### src/sv/fem_pkg.sv
package fem_pkg;

  localparam int unsigned MaxSamples = 65536;
  localparam int unsigned CntW = 17;
  localparam logic [CntW-1:0] CNT_MAX = CntW'(MaxSamples);
  localparam logic [63:0] ACC_MAX = 64'h7FFF_FFFF_FFFF_FFFF;
  localparam logic [22:0] PCT_Q16 = 23'd6553600;
  localparam logic [63:0] SQRT_BIT0 = 64'h4000_0000_0000_0000;

  typedef enum logic [1:0] {
    MODE_MAE  = 2'd0,
    MODE_MSE  = 2'd1,
    MODE_RMSE = 2'd2,
    MODE_MAPE = 2'd3
  } mode_t;

  typedef enum logic [1:0] {
    REG_MODE  = 2'd0,
    REG_FLOOR = 2'd1
  } reg_idx_t;

  typedef enum logic [2:0] {
    ST_IDLE,
    ST_MUL,
    ST_TDIV,
    ST_ADD,
    ST_FIN,
    ST_FDIV,
    ST_SQRT,
    ST_EMIT
  } back_st_t;

  typedef struct packed {
    logic signed [31:0] actual_value;
    logic signed [31:0] forecast_value;
    logic               last_sample;
  } in_req_t;

  typedef struct packed {
    logic [62:0]     metric_value;
    logic [CntW-1:0] counted_samples;
    logic            sum_saturated;
  } out_rsp_t;

  typedef struct packed {
    logic [32:0] abs_e;
    logic [31:0] abs_a;
    mode_t       mode;
    logic        counts;
    logic        last;
  } item_t;

endpackage

### src/sv/fem_front.sv
module fem_front (
  input  logic              clk,
  input  logic              rst_n,
  input  logic              cfg_valid,
  output logic              cfg_ready,
  input  logic [1:0]        cfg_index,
  input  logic [30:0]       cfg_data,
  input  fem_pkg::in_req_t  in_req,
  output fem_pkg::item_t    item
);

  fem_pkg::mode_t mode_r, mode_nxt;
  logic [30:0]    floor_r, floor_nxt;
  logic signed [32:0] diff;

  assign cfg_ready = 1'b1;

  always_comb begin
    mode_nxt  = mode_r;
    floor_nxt = floor_r;
    if (cfg_valid) begin
      unique case (fem_pkg::reg_idx_t'(cfg_index))
        fem_pkg::REG_MODE:  mode_nxt  = fem_pkg::mode_t'(cfg_data[1:0]);
        fem_pkg::REG_FLOOR: floor_nxt = cfg_data;
        default: ;
      endcase
    end
  end

  always_ff @(posedge clk) begin
    if (!rst_n) begin
      mode_r  <= fem_pkg::MODE_MAE;
      floor_r <= 31'd1;
    end else begin
      mode_r  <= mode_nxt;
      floor_r <= floor_nxt;
    end
  end

  assign diff = 33'(in_req.actual_value) - 33'(in_req.forecast_value);

  always_comb begin
    item.abs_e  = diff[32] ? 33'(-diff) : 33'(diff);
    item.abs_a  = in_req.actual_value[31] ? 32'(-in_req.actual_value)
                                          : 32'(in_req.actual_value);
    item.mode   = mode_r;
    item.counts = item.abs_a > {1'b0, floor_r};
    item.last   = in_req.last_sample;
  end

endmodule

### src/sv/fem_queue.sv
module fem_queue (
  input  logic           clk,
  input  logic           rst_n,
  input  logic           push,
  input  fem_pkg::item_t wdata,
  output logic           full,
  input  logic           pop,
  output logic           empty,
  output fem_pkg::item_t rdata
);

  fem_pkg::item_t ent_r [2];
  logic       wr_r, wr_nxt, rd_r, rd_nxt;
  logic [1:0] cnt_r, cnt_nxt;
  logic       do_push, do_pop;

  assign full    = cnt_r == 2'd2;
  assign empty   = cnt_r == 2'd0;
  assign rdata   = ent_r[rd_r];
  assign do_push = push && !full;
  assign do_pop  = pop && !empty;

  always_comb begin
    wr_nxt  = do_push ? !wr_r : wr_r;
    rd_nxt  = do_pop ? !rd_r : rd_r;
    cnt_nxt = cnt_r + 2'(do_push) - 2'(do_pop);
  end

  always_ff @(posedge clk) begin
    if (!rst_n) begin
      wr_r  <= 1'b0;
      rd_r  <= 1'b0;
      cnt_r <= 2'd0;
    end else begin
      wr_r  <= wr_nxt;
      rd_r  <= rd_nxt;
      cnt_r <= cnt_nxt;
    end
  end

  always_ff @(posedge clk) begin
    if (do_push) begin
      ent_r[wr_r] <= wdata;
    end
  end

endmodule

### src/sv/fem_div.sv
module fem_div (
  input  logic        clk,
  input  logic        rst_n,
  input  logic        start,
  input  logic [63:0] dividend,
  input  logic [31:0] divisor,
  output logic        busy,
  output logic        done,
  output logic [63:0] quot
);

  logic [31:0] rem_r, rem_nxt, dvs_r;
  logic [63:0] quo_r, quo_nxt;
  logic [5:0]  cnt_r;
  logic        busy_r, done_r;
  logic [32:0] rem_sh;

  assign busy   = busy_r;
  assign done   = done_r;
  assign quot   = quo_r;
  assign rem_sh = {rem_r, quo_r[63]};

  always_comb begin
    if (rem_sh >= {1'b0, dvs_r}) begin
      rem_nxt = 32'(rem_sh - {1'b0, dvs_r});
      quo_nxt = {quo_r[62:0], 1'b1};
    end else begin
      rem_nxt = rem_sh[31:0];
      quo_nxt = {quo_r[62:0], 1'b0};
    end
  end

  always_ff @(posedge clk) begin
    if (!rst_n) begin
      busy_r <= 1'b0;
      done_r <= 1'b0;
      cnt_r  <= '0;
    end else begin
      done_r <= 1'b0;
      if (start) begin
        busy_r <= 1'b1;
        cnt_r  <= '0;
      end else if (busy_r) begin
        cnt_r <= cnt_r + 6'd1;
        if (cnt_r == 6'd63) begin
          busy_r <= 1'b0;
          done_r <= 1'b1;
        end
      end
    end
  end

  always_ff @(posedge clk) begin
    if (start) begin
      rem_r <= '0;
      quo_r <= dividend;
      dvs_r <= divisor;
    end else if (busy_r) begin
      rem_r <= rem_nxt;
      quo_r <= quo_nxt;
    end
  end

endmodule

### src/sv/fem_back.sv
module fem_back (
  input  logic              clk,
  input  logic              rst_n,
  input  logic              q_empty,
  input  fem_pkg::item_t    q_item,
  output logic              q_pop,
  output logic              out_empty,
  input  logic              out_pop,
  output fem_pkg::out_rsp_t out_rsp
);

  fem_pkg::back_st_t st_r, st_nxt;
  fem_pkg::item_t    it_r;
  fem_pkg::out_rsp_t rsp_r;
  logic        rsp_vld_r;
  logic [63:0] prod_r, acc_r, term, mean_r;
  logic [64:0] sum;
  logic [16:0] samp_r, vld_r, cnt_sel;
  logic        ovf_r;
  logic [63:0] sq_v_r, sq_root_r, sq_bit_r, sq_rb;
  logic [4:0]  sq_cnt_r;
  logic        div_start, div_busy, div_done;
  logic [63:0] div_dvd, div_quot;
  logic [31:0] div_dvs;
  logic        slot_free, emit;

  assign slot_free = !rsp_vld_r || out_pop;
  assign out_empty = !rsp_vld_r;
  assign out_rsp   = rsp_r;
  assign cnt_sel   = (it_r.mode == fem_pkg::MODE_MAPE) ? vld_r : samp_r;
  assign sq_rb     = sq_root_r + sq_bit_r;

  always_comb begin
    if (it_r.mode == fem_pkg::MODE_MAPE) begin
      term = it_r.counts ? div_quot : 64'd0;
    end else begin
      term = prod_r;
    end
    sum = {1'b0, acc_r} + {1'b0, term};
  end

  always_comb begin
    st_nxt = st_r;
    unique case (st_r)
      fem_pkg::ST_IDLE: if (!q_empty) st_nxt = fem_pkg::ST_MUL;
      fem_pkg::ST_MUL:
        st_nxt = (it_r.mode == fem_pkg::MODE_MAPE && it_r.counts) ? fem_pkg::ST_TDIV
                                                                 : fem_pkg::ST_ADD;
      fem_pkg::ST_TDIV: if (div_done) st_nxt = fem_pkg::ST_ADD;
      fem_pkg::ST_ADD:  st_nxt = it_r.last ? fem_pkg::ST_FIN : fem_pkg::ST_IDLE;
      fem_pkg::ST_FIN:  st_nxt = fem_pkg::ST_FDIV;
      fem_pkg::ST_FDIV:
        if (div_done) begin
          st_nxt = (it_r.mode == fem_pkg::MODE_RMSE) ? fem_pkg::ST_SQRT : fem_pkg::ST_EMIT;
        end
      fem_pkg::ST_SQRT: if (sq_cnt_r == 5'd31) st_nxt = fem_pkg::ST_EMIT;
      fem_pkg::ST_EMIT: if (slot_free) st_nxt = fem_pkg::ST_IDLE;
      default: st_nxt = fem_pkg::ST_IDLE;
    endcase
  end

  always_comb begin
    q_pop     = 1'b0;
    div_start = 1'b0;
    div_dvd   = acc_r;
    div_dvs   = {15'd0, (cnt_sel == 17'd0) ? 17'd1 : cnt_sel};
    emit      = 1'b0;
    unique case (st_r)
      fem_pkg::ST_IDLE: q_pop = !q_empty;
      fem_pkg::ST_MUL: begin
        div_start = it_r.mode == fem_pkg::MODE_MAPE && it_r.counts;
        div_dvd   = 64'(it_r.abs_e) * 64'(fem_pkg::PCT_Q16);
        div_dvs   = it_r.abs_a;
      end
      fem_pkg::ST_FIN:  div_start = 1'b1;
      fem_pkg::ST_EMIT: emit = slot_free;
      default: ;
    endcase
  end

  always_ff @(posedge clk) begin
    if (!rst_n) begin
      st_r      <= fem_pkg::ST_IDLE;
      rsp_vld_r <= 1'b0;
      acc_r     <= '0;
      samp_r    <= '0;
      vld_r     <= '0;
      ovf_r     <= 1'b0;
    end else begin
      st_r <= st_nxt;
      if (emit) begin
        rsp_vld_r <= 1'b1;
      end else if (out_pop) begin
        rsp_vld_r <= 1'b0;
      end
      if (st_r == fem_pkg::ST_ADD) begin
        if (sum > {1'b0, fem_pkg::ACC_MAX}) begin
          acc_r <= fem_pkg::ACC_MAX;
          ovf_r <= 1'b1;
        end else begin
          acc_r <= sum[63:0];
        end
        if (samp_r != fem_pkg::CNT_MAX) samp_r <= samp_r + 17'd1;
        if (it_r.mode == fem_pkg::MODE_MAPE && it_r.counts && vld_r != fem_pkg::CNT_MAX) begin
          vld_r <= vld_r + 17'd1;
        end
      end else if (emit) begin
        acc_r  <= '0;
        samp_r <= '0;
        vld_r  <= '0;
        ovf_r  <= 1'b0;
      end
    end
  end

  always_ff @(posedge clk) begin
    if (q_pop) it_r <= q_item;
    if (st_r == fem_pkg::ST_MUL) begin
      if (it_r.mode == fem_pkg::MODE_MAE) begin
        prod_r <= 64'(it_r.abs_e);
      end else begin
        prod_r <= 64'(it_r.abs_e) * 64'(it_r.abs_e);
      end
    end
    if (st_r == fem_pkg::ST_FDIV && div_done) begin
      mean_r    <= div_quot;
      sq_v_r    <= div_quot;
      sq_root_r <= '0;
      sq_bit_r  <= fem_pkg::SQRT_BIT0;
      sq_cnt_r  <= '0;
    end else if (st_r == fem_pkg::ST_SQRT) begin
      if (sq_v_r >= sq_rb) begin
        sq_v_r    <= sq_v_r - sq_rb;
        sq_root_r <= (sq_root_r >> 1) + sq_bit_r;
      end else begin
        sq_root_r <= sq_root_r >> 1;
      end
      sq_bit_r <= sq_bit_r >> 2;
      sq_cnt_r <= sq_cnt_r + 5'd1;
    end
    if (emit) begin
      rsp_r.metric_value    <= (it_r.mode == fem_pkg::MODE_RMSE) ? sq_root_r[62:0]
                                                                 : mean_r[62:0];
      rsp_r.counted_samples <= cnt_sel;
      rsp_r.sum_saturated   <= ovf_r;
    end
  end

  fem_div u_div (
    .clk      (clk),
    .rst_n    (rst_n),
    .start    (div_start),
    .dividend (div_dvd),
    .divisor  (div_dvs),
    .busy     (div_busy),
    .done     (div_done),
    .quot     (div_quot)
  );

`ifndef SYNTH
  a_div_idle: assert property (@(posedge clk) disable iff (!rst_n) div_start |-> !div_busy)
    else $error("divider restarted while busy");
  a_acc_cap: assert property (@(posedge clk) disable iff (!rst_n) !acc_r[63])
    else $error("accumulator above cap");
  a_cnt_cap: assert property (@(posedge clk) disable iff (!rst_n)
    samp_r <= fem_pkg::CNT_MAX && vld_r <= samp_r)
    else $error("count bound broken");
  a_emit: assert property (@(posedge clk) disable iff (!rst_n) emit |=> rsp_vld_r && samp_r == 17'd0)
    else $error("emit did not load result");
`endif

endmodule

### src/sv/forecast_error_metric.sv
// Forecast error measure (MAE, MSE, RMSE, MAPE) over a series of sample pairs.
// Input queue side: drive in_req and raise in_push while in_full is low; each
// request is one actual/forecast pair, in_req.last_sample closes the series.
// Result queue side: while out_empty is low, out_rsp holds the mean of the
// closed series (its square root in RMSE mode); raise out_pop to take it.
// Config: cfg_index 0 selects the mode, 1 the percentage floor; cfg_ready is
// always high. Write only while no series is in flight.
// Back end: a pair runs IDLE, MUL, ADD; in percentage mode a pair above the
// floor also waits in TDIV on the 64-step shared divider. A closing pair then
// runs FIN, FDIV (mean division), SQRT (square root, RMSE mode) and EMIT.
// The back end sequencer takes a new pair only once the last is through; a
// 2-entry queue decouples it from the input side.
// Reset: mode 0, floor 1, sums and counts cleared, both queues empty.
// A stalled receiver holds the result; the back end then waits to emit the
// next one and the input side fills and raises in_full.
module forecast_error_metric (
  input  logic              clk,
  input  logic              rst_n,
  input  logic              in_push,
  output logic              in_full,
  input  fem_pkg::in_req_t  in_req,
  output logic              out_empty,
  input  logic              out_pop,
  output fem_pkg::out_rsp_t out_rsp,
  input  logic              cfg_valid,
  output logic              cfg_ready,
  input  logic [1:0]        cfg_index,
  input  logic [30:0]       cfg_data
);

  fem_pkg::item_t f_item, q_item;
  logic q_empty, q_pop;

  fem_front u_front (
    .clk       (clk),
    .rst_n     (rst_n),
    .cfg_valid (cfg_valid),
    .cfg_ready (cfg_ready),
    .cfg_index (cfg_index),
    .cfg_data  (cfg_data),
    .in_req    (in_req),
    .item      (f_item)
  );

  fem_queue u_queue (
    .clk   (clk),
    .rst_n (rst_n),
    .push  (in_push),
    .wdata (f_item),
    .full  (in_full),
    .pop   (q_pop),
    .empty (q_empty),
    .rdata (q_item)
  );

  fem_back u_back (
    .clk       (clk),
    .rst_n     (rst_n),
    .q_empty   (q_empty),
    .q_item    (q_item),
    .q_pop     (q_pop),
    .out_empty (out_empty),
    .out_pop   (out_pop),
    .out_rsp   (out_rsp)
  );

endmodule
### config.mk
export PLATFORM = sky130hd
export DESIGN_NAME = forecast_error_metric
export DESIGN_NICKNAME = d
export VERILOG_FILES = /design/src/sv/fem_pkg.sv /design/src/sv/fem_front.sv /design/src/sv/fem_queue.sv /design/src/sv/fem_div.sv /design/src/sv/fem_back.sv /design/src/sv/forecast_error_metric.sv
export SDC_FILE = /design/constraint.sdc
export NUM_CORES = 2
export LEC_CHECK = 0
export ABC_AREA = 0
export BUFFER_PORTS_ARGS = -buffer_cell sky130_fd_sc_hd__buf_2
export CAP_MARGIN = 20
export CORE_ASPECT_RATIO = 0.8
export CORE_MARGIN = 3
export CORE_UTILIZATION = 70
export CTS_CLUSTER_SIZE = 40
export DETAILED_ROUTE_END_ITERATION = 8
export PLACE_DENSITY = 0.88
export SETUP_SLACK_MARGIN = 0.5
export SYNTH_ARGS = -nofsm -noshare
export SYNTH_HDL_FRONTEND = slang
export SYNTH_SLANG_ARGS = --single-unit
### constraint.sdc
create_clock -name clk -period 15.9 [get_ports clk]
set_clock_uncertainty 0.2 [all_clocks]
set_input_delay 3.18 -clock clk [delete_from_list [all_inputs] [get_ports clk]]
set_output_delay 3.18 -clock clk [all_outputs]
set_load 0.02 [all_outputs]
After elaboration in Yosys (flattened, before gate mapping)
Memory sizes are Yosys's and may differ from the RTL's. A register that Yosys moved wholly into a read port is not among the register bits.
Cells that the tools add are included.
{"block": "totals", "mem_bits_rw": 138, "reg_bits": 649, "latch_bits": 0, "n_memories": 1, "word_cells": 153, "out_inout_bits": 84, "input_bits": 103, "rom_bits": 0}
{"name": "u_queue.ent_r", "words": 2, "width": 69, "read_ports": 1, "rd_clocked_by_memory_dff": 1, "wr": 1, "line_no": "fem_queue.sv:12", "rtl": "fem_pkg::item_t ent_r [2];"}
{"block": "op_classes", "n_eq_ne": 23, "n_mux": 49, "bitwise_logic": 2, "order_cmp": 4, "div": 0, "shifts": 0, "reduce_logical": 30, "n_addsub": 14, "mul": 2}
{"operator": "$mux 64", "n": 12}
{"operator": "$mux 17", "n": 8}
{"operator": "$mux 33", "n": 2}
{"operator": "$add 64x64->65", "n": 1}
{"operator": "$gt 65x63->1 const B", "n": 1}
{"operator": "$add 63x63->64", "n": 1}
{"operator": "$add 64x63->64", "n": 1}
{"operator": "$ge 64x64->1", "n": 1}
{"operator": "$mul 33x33->64", "n": 1}
{"operator": "$mux 32", "n": 2}
{"operator": "$sub 64x64->64", "n": 1}
{"operator": "$mux 63", "n": 1}
{"operator": "$mul 33x5->38 const B", "n": 1}
{"operator": "$add 17x1->17 const B", "n": 2}
{"operator": "$ne 17x17->1 const B", "n": 2}
{"operator": "$ge 33x32->1", "n": 1}
{"operator": "$neg 33->33", "n": 1}
{"operator": "$sub 32x32->33", "n": 1}
{"operator": "$gt 32x31->1", "n": 1}
{"operator": "$neg 32->32", "n": 1}
{"operator": "$sub 32x32->32", "n": 1}
{"operator": "$pmux 3 s8", "n": 1}
{"operator": "$mux 3", "n": 6}
{"operator": "$logic_not 17->1", "n": 1}
{"operator": "other kinds (26)", "n": 73}

Logic depth before layout (Yosys ltp)
{"block": "depth", "word_depth": 6, "depth_mapped": 32, "ltp_nobuf": 30}

Hierarchy
Synthesis repeated with hierarchy kept, for this count alone.
{"block": "hier_totals", "cells_unflattened": 9173, "area_unflattened_um2": 85356.9}
{"mod": "fem_back", "area_per_inst_um2": 67390.9, "instances": 1, "cells_each": 7502, "seq_area_each_um2": 14323.7}
{"mod": "fem_div", "area_per_inst_um2": 7229.4, "instances": 1, "cells_each": 654, "seq_area_each_um2": 3683.5}
{"mod": "fem_front", "area_per_inst_um2": 5481.5, "instances": 1, "cells_each": 775, "seq_area_each_um2": 660.6}
{"mod": "fem_queue", "area_per_inst_um2": 5255.0, "instances": 1, "cells_each": 242, "seq_area_each_um2": 4244.1}

Least setup slack after synthesis
Ideal clock, no wire load.
{"block": "synth_timing", "kind": "register to register", "start": "register u_back.st_r[0]", "end": "register u_queue.cnt_r[1]", "setup_slack_ns": 6.684, "n_path_buf": 1, "arrival_time_ns": 8.889, "required_ns": 15.572, "setup_time_ns": 0.128, "stages_incl_launch_ff": 9, "period_less_slack_ns": 9.216, "cell_sequence": "dfxtp_1 > clkbuf_1 > nor4_1 > ha_1 > inv_1 > ha_1 > xor2_1 > xnor2_1 > nor2_1"}
{"block": "synth_via", "elab_chain_len": 4}
{"item": "start, declared", "line_no": "fem_back.sv:12", "rtl": "fem_pkg::back_st_t st_r, st_nxt;"}
{"item": "start signal, assigned", "line_no": "fem_back.sv:83", "rtl": "st_r <= fem_pkg::ST_IDLE;"}
{"item": "start signal, assigned", "line_no": "fem_back.sv:90", "rtl": "st_r <= st_nxt;"}
{"item": "$logic_not 3->1", "line_no": "fem_back.sv:68", "rtl": "unique case (st_r)"}
{"item": "$mux 1", "line_no": "fem_back.sv:68"}
{"item": "named net q_pop", "line_no": "forecast_error_metric.sv:32", "rtl": "logic q_empty, q_pop;"}
{"item": "$logic_and 1x1->1", "line_no": "fem_queue.sv:21", "rtl": "assign do_pop = pop && !empty;"}
{"item": "$sub 2x1->2", "line_no": "fem_queue.sv:26", "rtl": "cnt_nxt = cnt_r + 2'(do_push) - 2'(do_pop);"}
{"item": "end signal, assigned", "line_no": "fem_queue.sv:37", "rtl": "cnt_r <= cnt_nxt;"}
{"item": "end, declared", "line_no": "fem_queue.sv:14", "rtl": "logic [1:0] cnt_r, cnt_nxt;"}
The timed path passes the listed nets, and every way through them passes these cells.
A chain may end at the register's enable or synchronous reset.

Worst setup path in the final report
{"block": "layout_timing", "start": "register, netlist name u_back.it_r[38]", "end": "register u_back.prod_r[59] (data pin)"}
{"block": "layout_via", "elab_chain_len": 1}
{"item": "$mul 33x33->64", "line_no": "fem_back.sv:122", "rtl": "prod_r <= 64'(it_r.abs_e) * 64'(it_r.abs_e);"}
{"item": "end signal, assigned", "line_no": "fem_back.sv:120", "rtl": "prod_r <= 64'(it_r.abs_e);"}
{"item": "end signal, assigned", "line_no": "fem_back.sv:122"}
{"item": "end, declared", "line_no": "fem_back.sv:16", "rtl": "logic [63:0] prod_r, acc_r, term, mean_r;"}
No other way between the ends.

==> metrics <==
CTS tree yes; register area share after synthesis 27.10%; share of cells above drive strength 1 7.094%; Via density 6.339; CORE AREA 119200 sq um; crit path max fanout 20; Startpoint Class flip-flop; max frequency 0.09986 GHz; Post-Syn Area per Cell 9.156 sq um; ys flop type edfxtp_1; # H-tree levels 3; Worst-path clk slew 60 ps; Hold Vio Cnt, Final 0; Tmin final 10010 ps; Final Core Density 75.25%; CP max-delay cell a311oi_1; r2r setup slk 5890 ps; Mapped Area 84460 sq um; number of max-cap violations 0; share of the synthesized area in the top cell type 21.12%; area grow syn2layout 6.185%; Initial Util 70.86%; leading area contributor after synthesis fa_1; vias in the first global route 69569; initial antenna violation count 12; Port Buffers 185; global route overflow 0; Final setup viols 0; # rows 113; Post-CTS Setup Repair Bufs 0; # fillers 8223; global-route usage over all layers 39.61%; Async SR Flop Fraction 0%; net count after synthesis 10897; Yosys cell types 101; first-pass GRT wire length 386400 um; die span in x 394.4 um; CTS Sinks 856; EDFF count, synth 575; worst skew pair latency 720 ps; Final ANT Viol Nets 0; flop and latch count out of synthesis 856; Post-CTS Resized 0; Fin Setup TNS 0 ps; CP endpoint kind flip-flop; CP bufs+invs 8; Final Cycle Share 62.98%; Hold Path Class flip-flop to flip-flop; Max Slew Vio Count 0; Bufs on Longest Clock Path 3; Post-DP HPWL 183800 um; Ports 187; Root Driver clkbuf_16; final WL 247500 um; vias post-DR 68951; Synth area leaders fa_1 21%, edfxtp_1 20%, ha_1 10%; YS warnings 0; GP Congestion 0.9982; Worst Reg-to-Reg Cells 29; Avg WL per Cell 22.76 um; cts bufs inserted 90; die area 124900 sq um; Crit path max-delay family adder cells; Syn Inst Count 9225; unrepaired setup endpoints after global routing false; Critical Path AT 10390 ps; maximum number of pins on one net before global-route repair 101; final hold slack 260.2 ps; first drt pass iteration count 6; cell occurring most often along the worst timing path fa_1; Req. time, crit path 16280 ps; run status completed; Hold Buf Count CTS 0; CP max stage delay 980 ps; Final #Nets 10861; Stages on worst setup path 29; Rel. slew slack 23.68%; Tightest Pin Transition 1137 ps; drt initial violations 8577; DRC viols 0; crit path kind flip-flop to flip-flop; Hold Path Cell Cnt 2; Die Y 316.7 um
==> worst reg2reg max path, delay by kind of cell, from the launching register on <==
family | cells | cell delay, ps
flip-flops | 1 | 360
buffers and inverters | 8 | 1490
AO/OA/AOI/OAI | 8 | 2780
AND/OR/NAND/NOR | 4 | 720
adder cells (fa/ha/maj) | 9 | 4340
==> cell type report <==
class,instances,area (sq um),share of cell area (%)
antenna,5,12.51,0.01395
clock buffer,117,2415,2.693
clock inverter,48,583.1,0.6501
inverter,1491,5607,6.252
multi-input combinational,6469,54490,60.76
sequential,856,22890,25.53
tap,1610,2014,2.246
timing repair buffer,281,1664,1.856
==> final timing paths <==
kind                  startpoint             endpoint
max              u_back.it_r[38]    u_back.prod_r[59]
min          u_front.floor_r[23]  u_front.floor_r[23]
max reg2reg      u_back.it_r[38]    u_back.prod_r[59]
min reg2reg  u_front.floor_r[23]  u_front.floor_r[23]
==> cell families after synthesis <==
| kind of cell | count (synthesis) | synth area share, % |
|---|---|---|
| AND/OR/NAND/NOR | 2430 | 12.80 |
| buffers and inverters | 1900 | 8.487 |
| AO/OA/AOI/OAI | 1831 | 13.33 |
| adder cells (fa/ha/maj) | 1569 | 31.16 |
| flip-flops | 856 | 27.10 |
| XOR/XNOR | 445 | 4.615 |
| multiplexers | 193 | 2.493 |
| other | 1 | 0.004440 |
==> sequential cells by signal, indices dropped and copies added, names as in the netlist, 3 cells and up <==
name,cells
u_back.sq_bit_r,32
u_back.prod_r,64
u_back.sq_root_r,64
u_back.sq_v_r,64
u_back.st_r,3
u_back.u_div.rem_r,32
u_back.u_div.dvs_r,32
u_back.mean_r,63
u_back.u_div.cnt_r,6
u_back.it_r,69
u_back.out_rsp,81
u_back.vld_r,17
u_back.u_div.quot,64
u_back.sq_cnt_r,5
u_back.acc_r,64
u_back.samp_r,17
u_front.floor_r,31
u_queue.ent_r,138
==> cell usage after synthesis, types with 54 or more instances <==
cell type,number
ha_1,678
xnor2_1,252
a31oi_1,117
xor2_1,193
a211oi_1,67
and3_1,55
nand3_1,163
mux2i_1,54
nand2_1,1010
mux2_2,139
nor3_1,78
fa_1,891
nor2_1,689
edfxtp_1,575
a21oi_1,652
inv_1,1480
nor2b_1,60
a21o_1,181
nand4_1,88
o21ai_0,405
dfxtp_1,281
clkbuf_1,350
and2_1,80
o21bai_1,60
==> per-stage QoR <==
stage	cell area, sq um	setup WS, ps	std cells
after global routing	89670	5467	10873
after global placement	86640	6298	10705
after CTS	89640	6108	10870
after floorplan	84460	6684	9225
final	89680	5886	10877
after detailed placement	86640	6127	10705
==> placed cells by master (no fill, tap or decap), types with 32 or more instances in the layout <==
cell type  count
dfxtp_1      279
ha_1         678
a211oi_1      67
o21bai_1      60
nand2b_1      44
nor4_1        32
xnor2_1      252
nand2_1     1006
a21o_1       181
nor2_1       685
fa_1         891
o21ai_0      405
a21oi_1      652
edfxtp_1     575
clkbuf_16     91
o31ai_1       42
xor2_1       193
nand3_1      162
and3_1        53
buf_4         94
buf_2        185
nand4_1       88
mux2i_1       53
a31oi_1      117
inv_1       1477
or3_1         32
mux2_2       139
nor2b_1       60
o21a_1        40
nor3_1        77
and2_1        79
==> per-layer routing <==
| metal | up-vias | part of all wire, % | track usage (%) |
|---|---|---|---|
| met1 | 33000 | 39 | 54.48 |
| met3 | 855 | 14 | 11.24 |
| met5 | - | 0.040 | 0 |
| li1 | 30516 | - | - |
| met4 | 14 | 4.7 | 16.09 |
| met2 | 4566 | 43 | 59.67 |
Power is left out: the tool's default activity adds up to more than one toggle a clock period on the data nets, which glitch-free logic cannot reach.
